## src/rtl/jte_pkg.sv

```systemverilog
// Job table engine: shared constants, codes and controller/datapath interface types.
// Used by every module of the block except jte_ram, and by the port checker.
package jte_pkg;

    // Table geometry
    localparam int JOBS   = 16;
    localparam int PROCS  = 8;
    localparam int DEPTH  = JOBS * PROCS;
    localparam int SLOT_W = $clog2(JOBS);
    localparam int JW     = (PROCS > 1) ? $clog2(PROCS) : 1;
    localparam int FW     = $clog2(PROCS + 1);
    localparam int ADDR_W = (DEPTH > 1) ? $clog2(DEPTH) : 1;
    localparam int FILL_W = $clog2(JOBS + 1);

    // Field widths
    localparam int OP_W   = 3;
    localparam int STS_W  = 3;
    localparam int ID_W   = 16;
    localparam int GRP_W  = 22;
    localparam int CNT_W  = 4;
    localparam int ST_W   = 2;
    localparam int SLOT_O = 4;
    localparam int DONE_W = 5;
    localparam int MEM_W  = GRP_W + 1;
    localparam int S_DATA_W = 72;
    localparam int M_DATA_W = 64;

    localparam logic [ID_W-1:0] MAX_ID = '1;

    typedef enum logic [OP_W-1:0] {
        OP_ADD,
        OP_ADD_MEMBER,
        OP_FIND_ID,
        OP_FIND_MEMBER,
        OP_REMOVE_MEMBER,
        OP_DELETE,
        OP_ENQUEUE_DONE
    } op_t;

    typedef enum logic [STS_W-1:0] {
        ST_OK,
        ST_FULL,
        ST_TOO_MANY,
        ST_NOT_FOUND,
        ST_IDS_OUT,
        ST_QUEUE_FULL
    } status_t;

    typedef enum logic [3:0] {
        FSM_IDLE,
        FSM_SCAN,
        FSM_FREE,
        FSM_CURSOR,
        FSM_MSCAN,
        FSM_MTAIL,
        FSM_RSCAN,
        FSM_RTAIL,
        FSM_RESULT
    } fsm_t;

    // Controller -> datapath
    typedef struct packed {
        logic load;
        logic slot_step;
        logic sel_free;
        logic sel_cursor;
        logic mem_issue;
        logic mem_check;
        logic commit;
    } cmd_t;

    // Datapath -> controller
    typedef struct packed {
        logic [OP_W-1:0] op;
        logic            id_match;
        logic            slot_last;
        logic            mem_hit;
        logic            issue_last;
        logic            out_free;
    } stat_t;

endpackage

```

## src/rtl/jte_ram.sv

```systemverilog
// Generic simple dual-port RAM: one write port, one read port, registered read.
// No dependencies.
module jte_ram #(
    parameter int WIDTH = 8,
    parameter int DEPTH = 16
) (
    input  logic                           aclk,
    input  logic                           we,
    input  logic [$clog2(DEPTH)-1:0]       waddr,
    input  logic [WIDTH-1:0]               wdata,
    input  logic                           re,
    input  logic [$clog2(DEPTH)-1:0]       raddr,
    output logic [WIDTH-1:0]               rdata
);

    logic [WIDTH-1:0] mem_reg [DEPTH];
    logic [WIDTH-1:0] rdata_reg;

    always_ff @(posedge aclk) begin
        if (we) begin
            mem_reg[waddr] <= wdata;
        end
        if (re) begin
            rdata_reg <= mem_reg[raddr];
        end
    end

    assign rdata = rdata_reg;

endmodule

```

## src/rtl/jte_datapath.sv

```systemverilog
// Job table datapath: slot table, member store, search pipeline, done counter, result register.
// Depends on jte_pkg and jte_ram; sequenced by jte_controller.
module jte_datapath (
    input  logic                        aclk,
    input  logic                        aresetn,
    input  jte_pkg::cmd_t               cmd,
    output jte_pkg::stat_t              stat,
    input  logic [jte_pkg::OP_W-1:0]    in_op,
    input  logic [jte_pkg::ID_W-1:0]    in_job_id,
    input  logic [jte_pkg::GRP_W-1:0]   in_group_id,
    input  logic [jte_pkg::GRP_W-1:0]   in_member_id,
    input  logic [jte_pkg::CNT_W-1:0]   in_proc_count,
    input  logic [jte_pkg::ST_W-1:0]    in_init_state,
    output logic                        out_valid,
    input  logic                        out_ready,
    output logic [jte_pkg::STS_W-1:0]   out_status,
    output logic [jte_pkg::ID_W-1:0]    out_job_id,
    output logic [jte_pkg::SLOT_O-1:0]  out_slot,
    output logic [jte_pkg::GRP_W-1:0]   out_group,
    output logic [jte_pkg::CNT_W-1:0]   out_count,
    output logic [jte_pkg::CNT_W-1:0]   out_remaining,
    output logic [jte_pkg::ST_W-1:0]    out_state,
    output logic [jte_pkg::DONE_W-1:0]  out_done
);
    import jte_pkg::*;

    // Captured item
    logic [OP_W-1:0]   op_reg;
    logic [ID_W-1:0]   jid_reg;
    logic [GRP_W-1:0]  grp_reg;
    logic [GRP_W-1:0]  pid_reg;
    logic [CNT_W-1:0]  cnt_reg;
    logic [ST_W-1:0]   st_reg;

    // Slot table
    logic              valid_reg  [JOBS];
    logic [ID_W-1:0]   id_reg     [JOBS];
    logic [GRP_W-1:0]  grp_tab_reg[JOBS];
    logic [CNT_W-1:0]  cnt_tab_reg[JOBS];
    logic [CNT_W-1:0]  rem_tab_reg[JOBS];
    logic [ST_W-1:0]   st_tab_reg [JOBS];
    logic [FW-1:0]     filled_reg [JOBS];

    // Search state
    logic [SLOT_W-1:0] scan_reg;
    logic [JW-1:0]     j_reg;
    logic              free_found_reg;
    logic [SLOT_W-1:0] free_slot_reg;
    logic              max_valid_reg;
    logic [ID_W-1:0]   max_reg;
    logic              id_hit_reg;
    logic              mem_hit_reg;
    logic [JW-1:0]     hit_j_reg;
    logic              rd_vld_reg;
    logic [SLOT_W-1:0] rd_slot_reg;
    logic [JW-1:0]     rd_j_reg;

    // Pending add and done queue
    logic              pend_reg;
    logic [SLOT_W-1:0] cur_slot_reg;
    logic [JW-1:0]     cur_k_reg;
    logic [FILL_W-1:0] fill_reg;

    // Result register
    logic              out_valid_reg;
    logic [STS_W-1:0]  out_status_reg;
    logic [ID_W-1:0]   out_job_id_reg;
    logic [SLOT_O-1:0] out_slot_reg;
    logic [GRP_W-1:0]  out_group_reg;
    logic [CNT_W-1:0]  out_count_reg;
    logic [CNT_W-1:0]  out_rem_reg;
    logic [ST_W-1:0]   out_state_reg;
    logic [DONE_W-1:0] out_done_reg;

    // Current slot view
    logic              cur_valid;
    logic [ID_W-1:0]   cur_id;
    logic [CNT_W-1:0]  cur_cnt;
    logic [CNT_W-1:0]  cur_rem;
    logic [FW-1:0]     cur_filled;
    logic              slot_last;
    logic              j_last;
    logic              issue_qual;
    logic              mem_hit;
    logic [ADDR_W-1:0] base;
    logic [ADDR_W-1:0] rd_addr;
    logic [ADDR_W-1:0] wr_addr;
    logic              ram_we;
    logic [MEM_W-1:0]  ram_wdata;
    logic [MEM_W-1:0]  ram_q;

    // Commit decode
    status_t           res_status;
    logic [ID_W-1:0]   r_id;
    logic [SLOT_O-1:0] r_slot;
    logic [GRP_W-1:0]  r_grp;
    logic [CNT_W-1:0]  r_cnt;
    logic [CNT_W-1:0]  r_rem;
    logic [ST_W-1:0]   r_st;
    logic [FILL_W-1:0] fill_next;
    logic              do_add;
    logic              do_addmem;
    logic              do_remove;
    logic              do_delete;
    logic [FW-1:0]     k_next;
    logic              fill_done;

    assign cur_valid  = valid_reg[scan_reg];
    assign cur_id     = id_reg[scan_reg];
    assign cur_cnt    = cnt_tab_reg[scan_reg];
    assign cur_rem    = rem_tab_reg[scan_reg];
    assign cur_filled = filled_reg[scan_reg];
    assign slot_last  = (scan_reg == SLOT_W'(JOBS - 1));
    assign j_last     = (j_reg == JW'(PROCS - 1));
    // only entries written since the add can hold a member
    assign issue_qual = cur_valid && (FW'(j_reg) < cur_filled);
    assign base       = ADDR_W'(scan_reg) * ADDR_W'(PROCS);
    assign rd_addr    = base + ADDR_W'(j_reg);
    assign mem_hit    = rd_vld_reg && (ram_q == {1'b1, pid_reg});

    assign stat.op         = op_reg;
    assign stat.id_match   = cur_valid && (cur_id == jid_reg);
    assign stat.slot_last  = slot_last;
    assign stat.mem_hit    = mem_hit;
    assign stat.issue_last = j_last && ((op_reg != OP_FIND_MEMBER) || slot_last);
    assign stat.out_free   = !out_valid_reg || out_ready;

    assign k_next    = FW'(cur_k_reg) + FW'(1);
    assign fill_done = (int'(k_next) >= int'(cur_cnt)) || (int'(k_next) >= PROCS);

    // Outcome of the item at commit
    always_comb begin
        res_status = ST_OK;
        r_id       = cur_id;
        r_slot     = SLOT_O'(scan_reg);
        r_grp      = grp_tab_reg[scan_reg];
        r_cnt      = cur_cnt;
        r_rem      = cur_rem;
        r_st       = st_tab_reg[scan_reg];
        fill_next  = fill_reg;
        do_add     = 1'b0;
        do_addmem  = 1'b0;
        do_remove  = 1'b0;
        do_delete  = 1'b0;
        case (op_reg)
            OP_ADD: begin
                if (!free_found_reg) begin
                    res_status = ST_FULL;
                end else if (int'(cnt_reg) > PROCS) begin
                    res_status = ST_TOO_MANY;
                end else if (max_valid_reg && (max_reg == MAX_ID)) begin
                    res_status = ST_IDS_OUT;
                end else begin
                    do_add = 1'b1;
                    r_id   = max_valid_reg ? max_reg + ID_W'(1) : '0;
                    r_grp  = grp_reg;
                    r_cnt  = cnt_reg;
                    r_rem  = cnt_reg;
                    r_st   = st_reg;
                end
            end
            OP_ADD_MEMBER: begin
                if (!pend_reg) res_status = ST_NOT_FOUND;
                else           do_addmem  = 1'b1;
            end
            OP_FIND_ID: begin
                if (!id_hit_reg) res_status = ST_NOT_FOUND;
            end
            OP_FIND_MEMBER: begin
                if (!mem_hit_reg) res_status = ST_NOT_FOUND;
            end
            OP_REMOVE_MEMBER: begin
                if (!mem_hit_reg) begin
                    res_status = ST_NOT_FOUND;
                end else begin
                    do_remove = 1'b1;
                    r_rem     = (cur_rem != '0) ? cur_rem - CNT_W'(1) : '0;
                end
            end
            OP_DELETE: begin
                if (!id_hit_reg) res_status = ST_NOT_FOUND;
                else             do_delete  = 1'b1;
            end
            OP_ENQUEUE_DONE: begin
                if (int'(fill_reg) >= JOBS) begin
                    res_status = ST_QUEUE_FULL;
                end else begin
                    fill_next = fill_reg + FILL_W'(1);
                    r_id      = jid_reg;
                    r_grp     = grp_reg;
                    r_slot    = '0;
                    r_cnt     = '0;
                    r_rem     = '0;
                    r_st      = '0;
                end
            end
            default: res_status = ST_NOT_FOUND;
        endcase
        if (res_status != ST_OK) begin
            r_id   = '0;
            r_slot = '0;
            r_grp  = '0;
            r_cnt  = '0;
            r_rem  = '0;
            r_st   = '0;
        end
    end

    // Member store write: fill on add member, clear on remove
    assign ram_we    = cmd.commit && (do_addmem || do_remove);
    assign ram_wdata = do_addmem ? {1'b1, pid_reg} : '0;
    assign wr_addr   = base + ADDR_W'(do_addmem ? cur_k_reg : hit_j_reg);

    jte_ram #(
        .WIDTH (MEM_W),
        .DEPTH (DEPTH)
    ) u_members (
        .aclk  (aclk),
        .we    (ram_we),
        .waddr (wr_addr),
        .wdata (ram_wdata),
        .re    (cmd.mem_issue),
        .raddr (rd_addr),
        .rdata (ram_q)
    );

    // Registers
    always_ff @(posedge aclk) begin
        if (!aresetn) begin
            for (int i = 0; i < JOBS; i++) valid_reg[i] <= 1'b0;
            pend_reg       <= 1'b0;
            fill_reg       <= '0;
            out_valid_reg  <= 1'b0;
            rd_vld_reg     <= 1'b0;
            free_found_reg <= 1'b0;
            max_valid_reg  <= 1'b0;
            id_hit_reg     <= 1'b0;
            mem_hit_reg    <= 1'b0;
            scan_reg       <= '0;
            j_reg          <= '0;
        end else begin
            if (out_valid_reg && out_ready) out_valid_reg <= 1'b0;

            // member read pipeline
            rd_vld_reg <= cmd.mem_issue && issue_qual;
            if (cmd.mem_issue) begin
                rd_slot_reg <= scan_reg;
                rd_j_reg    <= j_reg;
                j_reg       <= j_last ? '0 : j_reg + JW'(1);
                if (j_last && (op_reg == OP_FIND_MEMBER)) scan_reg <= scan_reg + SLOT_W'(1);
            end

            if (cmd.load) begin
                op_reg         <= in_op;
                jid_reg        <= in_job_id;
                grp_reg        <= in_group_id;
                pid_reg        <= in_member_id;
                cnt_reg        <= in_proc_count;
                st_reg         <= in_init_state;
                scan_reg       <= '0;
                j_reg          <= '0;
                free_found_reg <= 1'b0;
                max_valid_reg  <= 1'b0;
                id_hit_reg     <= 1'b0;
                mem_hit_reg    <= 1'b0;
                rd_vld_reg     <= 1'b0;
            end

            // slot scan: free slot, largest id, id match
            if (cmd.slot_step) begin
                if (cur_valid) begin
                    if (!max_valid_reg || (cur_id > max_reg)) begin
                        max_reg       <= cur_id;
                        max_valid_reg <= 1'b1;
                    end
                end else if (!free_found_reg) begin
                    free_found_reg <= 1'b1;
                    free_slot_reg  <= scan_reg;
                end
                if ((op_reg != OP_ADD) && stat.id_match) id_hit_reg <= 1'b1;
                else                                     scan_reg   <= scan_reg + SLOT_W'(1);
            end

            if (cmd.sel_free)   scan_reg <= free_slot_reg;
            if (cmd.sel_cursor) scan_reg <= cur_slot_reg;

            if (cmd.mem_check && mem_hit) begin
                mem_hit_reg <= 1'b1;
                hit_j_reg   <= rd_j_reg;
                if (op_reg == OP_FIND_MEMBER) scan_reg <= rd_slot_reg;
            end

            // apply the item and load the result
            if (cmd.commit) begin
                out_valid_reg  <= 1'b1;
                out_status_reg <= res_status;
                out_job_id_reg <= r_id;
                out_slot_reg   <= r_slot;
                out_group_reg  <= r_grp;
                out_count_reg  <= r_cnt;
                out_rem_reg    <= r_rem;
                out_state_reg  <= r_st;
                out_done_reg   <= DONE_W'(fill_next);
                fill_reg       <= fill_next;
                if (do_add) begin
                    valid_reg[scan_reg]   <= 1'b1;
                    id_reg[scan_reg]      <= r_id;
                    grp_tab_reg[scan_reg] <= grp_reg;
                    cnt_tab_reg[scan_reg] <= cnt_reg;
                    rem_tab_reg[scan_reg] <= cnt_reg;
                    st_tab_reg[scan_reg]  <= st_reg;
                    filled_reg[scan_reg]  <= '0;
                    pend_reg              <= (cnt_reg != '0);
                    cur_slot_reg          <= scan_reg;
                    cur_k_reg             <= '0;
                end
                if (do_addmem) begin
                    filled_reg[scan_reg] <= k_next;
                    if (fill_done) pend_reg  <= 1'b0;
                    else           cur_k_reg <= cur_k_reg + JW'(1);
                end
                if (do_remove) begin
                    rem_tab_reg[scan_reg] <= r_rem;
                end
                if (do_delete) begin
                    valid_reg[scan_reg]   <= 1'b0;
                    id_reg[scan_reg]      <= '0;
                    grp_tab_reg[scan_reg] <= '0;
                    cnt_tab_reg[scan_reg] <= '0;
                    rem_tab_reg[scan_reg] <= '0;
                    st_tab_reg[scan_reg]  <= '0;
                    if (pend_reg && (cur_slot_reg == scan_reg)) pend_reg <= 1'b0;
                end
            end
        end
    end

    assign out_valid     = out_valid_reg;
    assign out_status    = out_status_reg;
    assign out_job_id    = out_job_id_reg;
    assign out_slot      = out_slot_reg;
    assign out_group     = out_group_reg;
    assign out_count     = out_count_reg;
    assign out_remaining = out_rem_reg;
    assign out_state     = out_state_reg;
    assign out_done      = out_done_reg;

endmodule

```

## src/rtl/jte_controller.sv

```systemverilog
// Job table controller: sequences slot scans, member searches and the commit of each item.
// Depends on jte_pkg; drives jte_datapath through cmd_t and reads stat_t.
module jte_controller (
    input  logic                     aclk,
    input  logic                     aresetn,
    input  logic                     in_valid,
    output logic                     in_ready,
    input  logic [jte_pkg::OP_W-1:0] in_op,
    output jte_pkg::cmd_t            cmd,
    input  jte_pkg::stat_t           stat
);
    import jte_pkg::*;

    fsm_t state_reg;
    fsm_t state_next;

    always_ff @(posedge aclk) begin
        if (!aresetn) begin
            state_reg <= FSM_IDLE;
        end else begin
            state_reg <= state_next;
        end
    end

    always_comb begin
        state_next = state_reg;
        cmd        = '0;
        in_ready   = 1'b0;
        unique case (state_reg)
            FSM_IDLE: begin
                in_ready = 1'b1;
                if (in_valid) begin
                    cmd.load = 1'b1;
                    case (in_op) inside
                        OP_ADD, OP_FIND_ID, OP_REMOVE_MEMBER, OP_DELETE: state_next = FSM_SCAN;
                        OP_ADD_MEMBER:  state_next = FSM_CURSOR;
                        OP_FIND_MEMBER: state_next = FSM_MSCAN;
                        default:        state_next = FSM_RESULT;
                    endcase
                end
            end
            // one slot per cycle
            FSM_SCAN: begin
                cmd.slot_step = 1'b1;
                if ((stat.op != OP_ADD) && stat.id_match) begin
                    state_next = (stat.op == OP_REMOVE_MEMBER) ? FSM_RSCAN : FSM_RESULT;
                end else if (stat.slot_last) begin
                    state_next = (stat.op == OP_ADD) ? FSM_FREE : FSM_RESULT;
                end
            end
            FSM_FREE: begin
                cmd.sel_free = 1'b1;
                state_next   = FSM_RESULT;
            end
            FSM_CURSOR: begin
                cmd.sel_cursor = 1'b1;
                state_next     = FSM_RESULT;
            end
            // member reads, compared in the cycle after each issue
            FSM_MSCAN: begin
                cmd.mem_check = 1'b1;
                if (stat.mem_hit) begin
                    state_next = FSM_RESULT;
                end else begin
                    cmd.mem_issue = 1'b1;
                    if (stat.issue_last) state_next = FSM_MTAIL;
                end
            end
            FSM_MTAIL: begin
                cmd.mem_check = 1'b1;
                state_next    = FSM_RESULT;
            end
            FSM_RSCAN: begin
                cmd.mem_check = 1'b1;
                if (stat.mem_hit) begin
                    state_next = FSM_RESULT;
                end else begin
                    cmd.mem_issue = 1'b1;
                    if (stat.issue_last) state_next = FSM_RTAIL;
                end
            end
            FSM_RTAIL: begin
                cmd.mem_check = 1'b1;
                state_next    = FSM_RESULT;
            end
            FSM_RESULT: begin
                if (stat.out_free) begin
                    cmd.commit = 1'b1;
                    state_next = FSM_IDLE;
                end
            end
            default: state_next = FSM_IDLE;
        endcase
    end

endmodule

```

## src/rtl/job_table_engine_top.sv

```systemverilog
// Job table engine: a table of JOBS job slots with lookup by job id or member id and a
// done-queue counter. One item is taken at a time. Enqueue done and unknown operations go
// straight to the result, and add member selects the add cursor slot first. Find by id,
// delete and add scan the slot table one slot per cycle, add then selects the free slot, and
// remove member then reads the members of the matched slot one member per cycle; find by
// member reads the member store slot by slot through its single read port. A result that
// is still waiting in the output register holds off the load of the next one. The next
// item is accepted on the cycle after the result is loaded, even while that result waits
// to be taken.
module job_table_engine_top (
    input  logic        aclk,
    input  logic        aresetn,
    input  logic        s_axis_tvalid,
    output logic        s_axis_tready,
    // job_id[15:0], group_id[37:16], member_id[59:38], proc_count[63:60], init_state[65:64]
    input  logic [jte_pkg::S_DATA_W-1:0] s_axis_tdata,
    // operation[2:0]
    input  logic [2:0]  s_axis_tuser,
    output logic        m_axis_tvalid,
    input  logic        m_axis_tready,
    // found_job_id[15:0], slot_index[19:16], found_group[41:20], found_count[45:42],
    // found_remaining[49:46], found_state[51:50], done_count[56:52]
    output logic [jte_pkg::M_DATA_W-1:0] m_axis_tdata,
    // status[2:0]
    output logic [2:0]  m_axis_tuser
);
    import jte_pkg::*;

    cmd_t              cmd;
    stat_t             stat;
    logic [ID_W-1:0]   out_job_id;
    logic [SLOT_O-1:0] out_slot;
    logic [GRP_W-1:0]  out_group;
    logic [CNT_W-1:0]  out_count;
    logic [CNT_W-1:0]  out_remaining;
    logic [ST_W-1:0]   out_state;
    logic [DONE_W-1:0] out_done;

    jte_controller u_ctrl (
        .aclk     (aclk),
        .aresetn  (aresetn),
        .in_valid (s_axis_tvalid),
        .in_ready (s_axis_tready),
        .in_op    (s_axis_tuser),
        .cmd      (cmd),
        .stat     (stat)
    );

    jte_datapath u_dp (
        .aclk          (aclk),
        .aresetn       (aresetn),
        .cmd           (cmd),
        .stat          (stat),
        .in_op         (s_axis_tuser),
        .in_job_id     (s_axis_tdata[15:0]),
        .in_group_id   (s_axis_tdata[37:16]),
        .in_member_id  (s_axis_tdata[59:38]),
        .in_proc_count (s_axis_tdata[63:60]),
        .in_init_state (s_axis_tdata[65:64]),
        .out_valid     (m_axis_tvalid),
        .out_ready     (m_axis_tready),
        .out_status    (m_axis_tuser),
        .out_job_id    (out_job_id),
        .out_slot      (out_slot),
        .out_group     (out_group),
        .out_count     (out_count),
        .out_remaining (out_remaining),
        .out_state     (out_state),
        .out_done      (out_done)
    );

    assign m_axis_tdata = {7'd0, out_done, out_state, out_remaining, out_count,
                           out_group, out_slot, out_job_id};

endmodule

```

## config.mk

```make
export PLATFORM = sky130hd
export DESIGN_NAME = job_table_engine_top
export DESIGN_NICKNAME = d
export VERILOG_FILES = /design/src/rtl/jte_pkg.sv /design/src/rtl/jte_ram.sv /design/src/rtl/jte_datapath.sv /design/src/rtl/jte_controller.sv /design/src/rtl/job_table_engine_top.sv
export SDC_FILE = /design/constraint.sdc
export NUM_CORES = 2
export LEC_CHECK = 0
export BUFFER_PORTS_ARGS = -buffer_cell sky130_fd_sc_hd__buf_2
export CAP_MARGIN = 25
export CORE_MARGIN = 8
export CORE_UTILIZATION = 45
export DETAILED_ROUTE_END_ITERATION = 7
export GPL_ROUTABILITY_DRIVEN = 1
export GPL_TIMING_DRIVEN = 0
export SETUP_SLACK_MARGIN = 0.4
export SLEW_MARGIN = 20
export SYNTH_ARGS = -nofsm -noshare
export SYNTH_HDL_FRONTEND = slang
export SYNTH_HIERARCHICAL = 1
export SYNTH_SLANG_ARGS = --single-unit
```

## constraint.sdc

```tcl
create_clock -name aclk -period 11.9 [get_ports aclk]
set_clock_uncertainty 0.05 [all_clocks]
set_input_delay 1.19 -clock aclk [delete_from_list [all_inputs] [get_ports aclk]]
set_output_delay 1.19 -clock aclk [all_outputs]
set_load 0.05 [all_outputs]
```

==> metrics.log <==
INFO  metric finalWirelength = 405000 µm
INFO  metric post-place-cells = 11.7k
INFO  metric detailroute.wirelength.met2 = 198000 µm
INFO  metric crit_start_category = register
INFO  metric worst-endpoint-arrival = slightly above 7 ns
INFO  metric run_status = finished clean
INFO  metric finalSetupViolCount = 0
INFO  metric grt_setup_unrepaired = false
INFO  metric cts_tree = built
INFO  metric finalInstanceArea = roughly 180000 µm²
INFO  metric async_flop_share = 0%
INFO  metric dpl_cell_area = between 150000 and 200000 µm²
INFO  metric cp-end-kind = register
INFO  metric holdBufCountCts = 0
INFO  metric grt_antenna_before_repair = 50
INFO  metric synth.yosys.warnings = 6
INFO  metric port_buffers = between 100 and 150
INFO  metric routed-via-count = 75.0k
INFO  metric fp.dieArea = ~360000 µm²
INFO  metric clock_transition_at_the_register_clock_pins_on_the_worst_setup_and_hold_paths_after_cts = 0.06 ns
INFO  metric met3_length = approximately 33000 µm
INFO  metric post_synth_main_area_contributors = sky130_fd_sc_hd__edfxtp_1 (77%), sky130_fd_sc_hd__mux4_2 (17%), sky130_fd_sc_hd__nor2_1 (0.58%)
INFO  metric grt_first_pass_wirelength = 571000 µm
INFO  metric avgSynthCellArea = 23.2 µm²
INFO  metric maxUsedRoutingLayer = met5
INFO  metric slew_headroom = 20.1%
INFO  metric cts_resized = 0
INFO  metric synthesis.instances = around 6.7k
INFO  metric place_hpwl = 277000 µm
INFO  metric static-leakage-power = around 53 nW
INFO  metric netlist_cell_types = 85
INFO  metric timing_max_transition_violations_final = 0
INFO  metric fmax_achieved = 0.155 GHz
INFO  metric std_cell_rows = 216
INFO  metric layout.filler_cells = 26.3k
INFO  metric worstMarginPinSlew = 1.20 ns
INFO  metric number_of_hold_violations_in_the_final_report = 0
INFO  metric final_layout_size_suffix_gt1_share = 33.0%
INFO  metric gp_routability_congestion = 0.912
INFO  metric finalSetupTns = 0 ns
INFO  metric yosysTopAreaCell = sky130_fd_sc_hd__edfxtp_1
INFO  metric cell_chosen_for_the_clock_root = sky130_fd_sc_hd__clkbuf_16
INFO  metric drtIter0Drc = just over 9k
INFO  metric clock_path_buffers = 4
INFO  metric drv.max_cap_violation_count = 0
INFO  metric routed_via_density = 6.02
INFO  metric remaining_drc_errors = 0
INFO  metric post_synth_instance_area = 155000 µm²
INFO  metric h-tree-depth = 5
INFO  metric wl_per_cell = 32.5 µm
INFO  metric synth-seq-area-share = approximately 77%
INFO  metric period_minus_slack = 6.46 ns
INFO  metric power-per-cell-area = 165 nW/µm²
INFO  metric gr-total-overflow = 0
INFO  metric timing.critical_path.fanout_max = 19
INFO  metric vdd_ir_drop_max = roughly 150 µV
INFO  metric ioPinCount = 148
INFO  metric coreArea = 345000 µm²
INFO  metric synth_flop_cell = sky130_fd_sc_hd__edfxtp_1
INFO  metric grt_start_max_net_pins = around 80
INFO  metric clock_latency = 0.95 ns
INFO  metric detail_route.wirelength.met1 = 161000 µm
INFO  metric number_of_nets_in_the_layout = 7609
INFO  metric area_growth = 16.6%
INFO  metric synth.ff_latch_count = 4004
INFO  metric die_x = 604 µm
INFO  metric initial_core_util = 45.1%
INFO  metric worstPathRequired = about 13 ns
INFO  metric totalPowerFinal = 29.9 mW
INFO  metric dr.pass1.iters = 6
INFO  metric min_path_type = register to register
INFO  metric synth_top_area_share = 76.6%
INFO  metric cts.sinks = 4004
INFO  metric floorplan.die.height = 604 µm
INFO  metric post_layout_nonfiller_instances = 12.5k
INFO  metric clock_buffer_count_from_cts = 406
INFO  metric post_synth_edffs = between 3k and 4k
INFO  metric largest_register_ffs = 2944
INFO  metric grt_use_total = a little over a fifth
INFO  metric crit_type = register to register
INFO  metric final_antenna_net_count = 0
INFO  metric first_global_vias = between 70k and 80k
INFO  metric post_cts.repair.setup_buffers = 0
INFO  metric final.period_utilization = 54.3%
==> cells in the final DEF, fill, tap and decap left out, types with 38 or more instances in the layout <==
master | synthesis | final
sky130_fd_sc_hd__clkbuf_1 | 198 | 246
sky130_fd_sc_hd__a21oi_1 | 51 | 50
sky130_fd_sc_hd__buf_6 | 15 | 38
sky130_fd_sc_hd__buf_4 | 12 | 44
sky130_fd_sc_hd__nor2b_1 | 50 | 45
sky130_fd_sc_hd__diode_2 | 0 | 38
sky130_fd_sc_hd__mux4_2 | 1201 | 1201
sky130_fd_sc_hd__nor2_1 | 242 | 106
sky130_fd_sc_hd__buf_12 | 3 | 95
sky130_fd_sc_hd__clkinv_1 | 0 | 94
sky130_fd_sc_hd__nor2_4 | 0 | 135
sky130_fd_sc_hd__buf_16 | 0 | 98
sky130_fd_sc_hd__mux2i_1 | 66 | 66
sky130_fd_sc_hd__inv_1 | 44 | 43
sky130_fd_sc_hd__nand2_1 | 155 | 155
sky130_fd_sc_hd__edfxtp_1 | 3965 | 3965
sky130_fd_sc_hd__clkbuf_16 | 0 | 415
sky130_fd_sc_hd__clkinv_2 | 0 | 83
sky130_fd_sc_hd__buf_2 | 104 | 244
sky130_fd_sc_hd__clkbuf_2 | 0 | 38
==> critical path, stage by stage, from the launching register on <==
cell and delay, ns:
sky130_fd_sc_hd__dfxtp_2 0.80, sky130_fd_sc_hd__clkbuf_1 0.51, sky130_fd_sc_hd__buf_1 0.56, sky130_fd_sc_hd__buf_1 0.77, sky130_fd_sc_hd__clkbuf_1 0.68, sky130_fd_sc_hd__o21ai_0 0.43, sky130_fd_sc_hd__ha_1 0.40, sky130_fd_sc_hd__nor2b_1 0.13
sky130_fd_sc_hd__o21a_1 0.16, sky130_fd_sc_hd__o21a_1 0.16, sky130_fd_sc_hd__o21a_1 0.16, sky130_fd_sc_hd__o21a_1 0.17, sky130_fd_sc_hd__o21a_1 0.17, sky130_fd_sc_hd__o21a_1 0.17, sky130_fd_sc_hd__o21ai_0 0.29, sky130_fd_sc_hd__a311oi_4 0.28
sky130_fd_sc_hd__buf_6 0.24, sky130_fd_sc_hd__a21o_1 0.16
==> power by group <==
part	internal (mW)	total, mW	switching, mW	leakage (nW)
Sequential	15.5	15.6	0.0857	35.1
Combinational	0.792	2.05	1.26	11.5
Clock	7.03	12.3	5.29	6.26
Total	23.3	29.9	6.64	52.8
==> per-stage QoR <==
| step | hold WS, ns | setup slack (ns) | utilization (%) |
|---|---|---|---|
| after floorplan | 0.350 | 5.82 | - |
| after global placement | 0.358 | -0.138 | 46.9 |
| after detailed placement | 0.355 | 5.44 | 48.8 |
| after CTS | 0.276 | 5.37 | 52.5 |
| after global routing | 0.310 | 5.16 | 52.5 |
| final | 0.363 | 5.44 | 52.5 |
==> layer usage <==
layer,track usage [%],vias to the layer above
met4,6.67,6
li1,-,30200
met3,3.75,609
met1,30.0,40800
met2,36.0,3322
met5,0,-
==> area by class of cell <==
type | instances | area [µm²] | area share, %
Buffer | 366 | 1770 | 0.975
Sequential cell | 4004 | 120000 | 66.1
Tap cell | 4578 | 5730 | 3.16
Antenna cell | 38 | 95.1 | 0.0524
Inverter | 47 | 179 | 0.0987
Multi-Input combinational cell | 2277 | 35000 | 19.3
Timing Repair Buffer | 395 | 5910 | 3.26
Clock inverter | 245 | 2080 | 1.15
Clock buffer | 503 | 10700 | 5.91
==> worst paths after layout <==
kind / start / endpoint / slack [ns] / cells past startpoint
setup / recovery: u_dp/scan_reg[2] / u_dp/max_valid_reg / 5.44 / 17
hold / removal: u_dp/rd_j_reg[0] / u_dp/hit_j_reg[0] / 0.36 / 0
hold reg to reg: u_dp/rd_j_reg[0] / u_dp/hit_j_reg[0] / 0.36 / 0
setup reg to reg: u_dp/scan_reg[2] / u_dp/max_valid_reg / 5.44 / 17
==> logic make-up after synthesis <==
| group | count (synthesis) | share of synthesized area (%) |
|---|---|---|
| other | 1 | 0.00241 |
| multiplexers | 1299 | 18.1 |
| adder cells (fa/ha/maj) | 33 | 0.266 |
| AO/OA/AOI/OAI | 232 | 1.05 |
| AND/OR/NAND/NOR | 642 | 1.97 |
| flip-flops | 4004 | 77.1 |
| XOR/XNOR | 64 | 0.360 |
| buffers and inverters | 413 | 1.21 |
==> cell usage after synthesis (all sizes together), types with 17 or more instances <==
master / n
a31oi: 24
nand2: 155
mux2: 30
buf: 168
edfxtp: 3965
nor2: 242
dfxtp: 39
mux4: 1201
nor3: 46
xnor2: 37
ha: 33
a22oi: 19
and2: 33
xor2: 27
mux2i: 68
o21ai: 30
nor2b: 50
inv: 47
nand4: 17
clkbuf: 198
a21oi: 51
nand3: 31
Power figures use the tool's default switching activity.
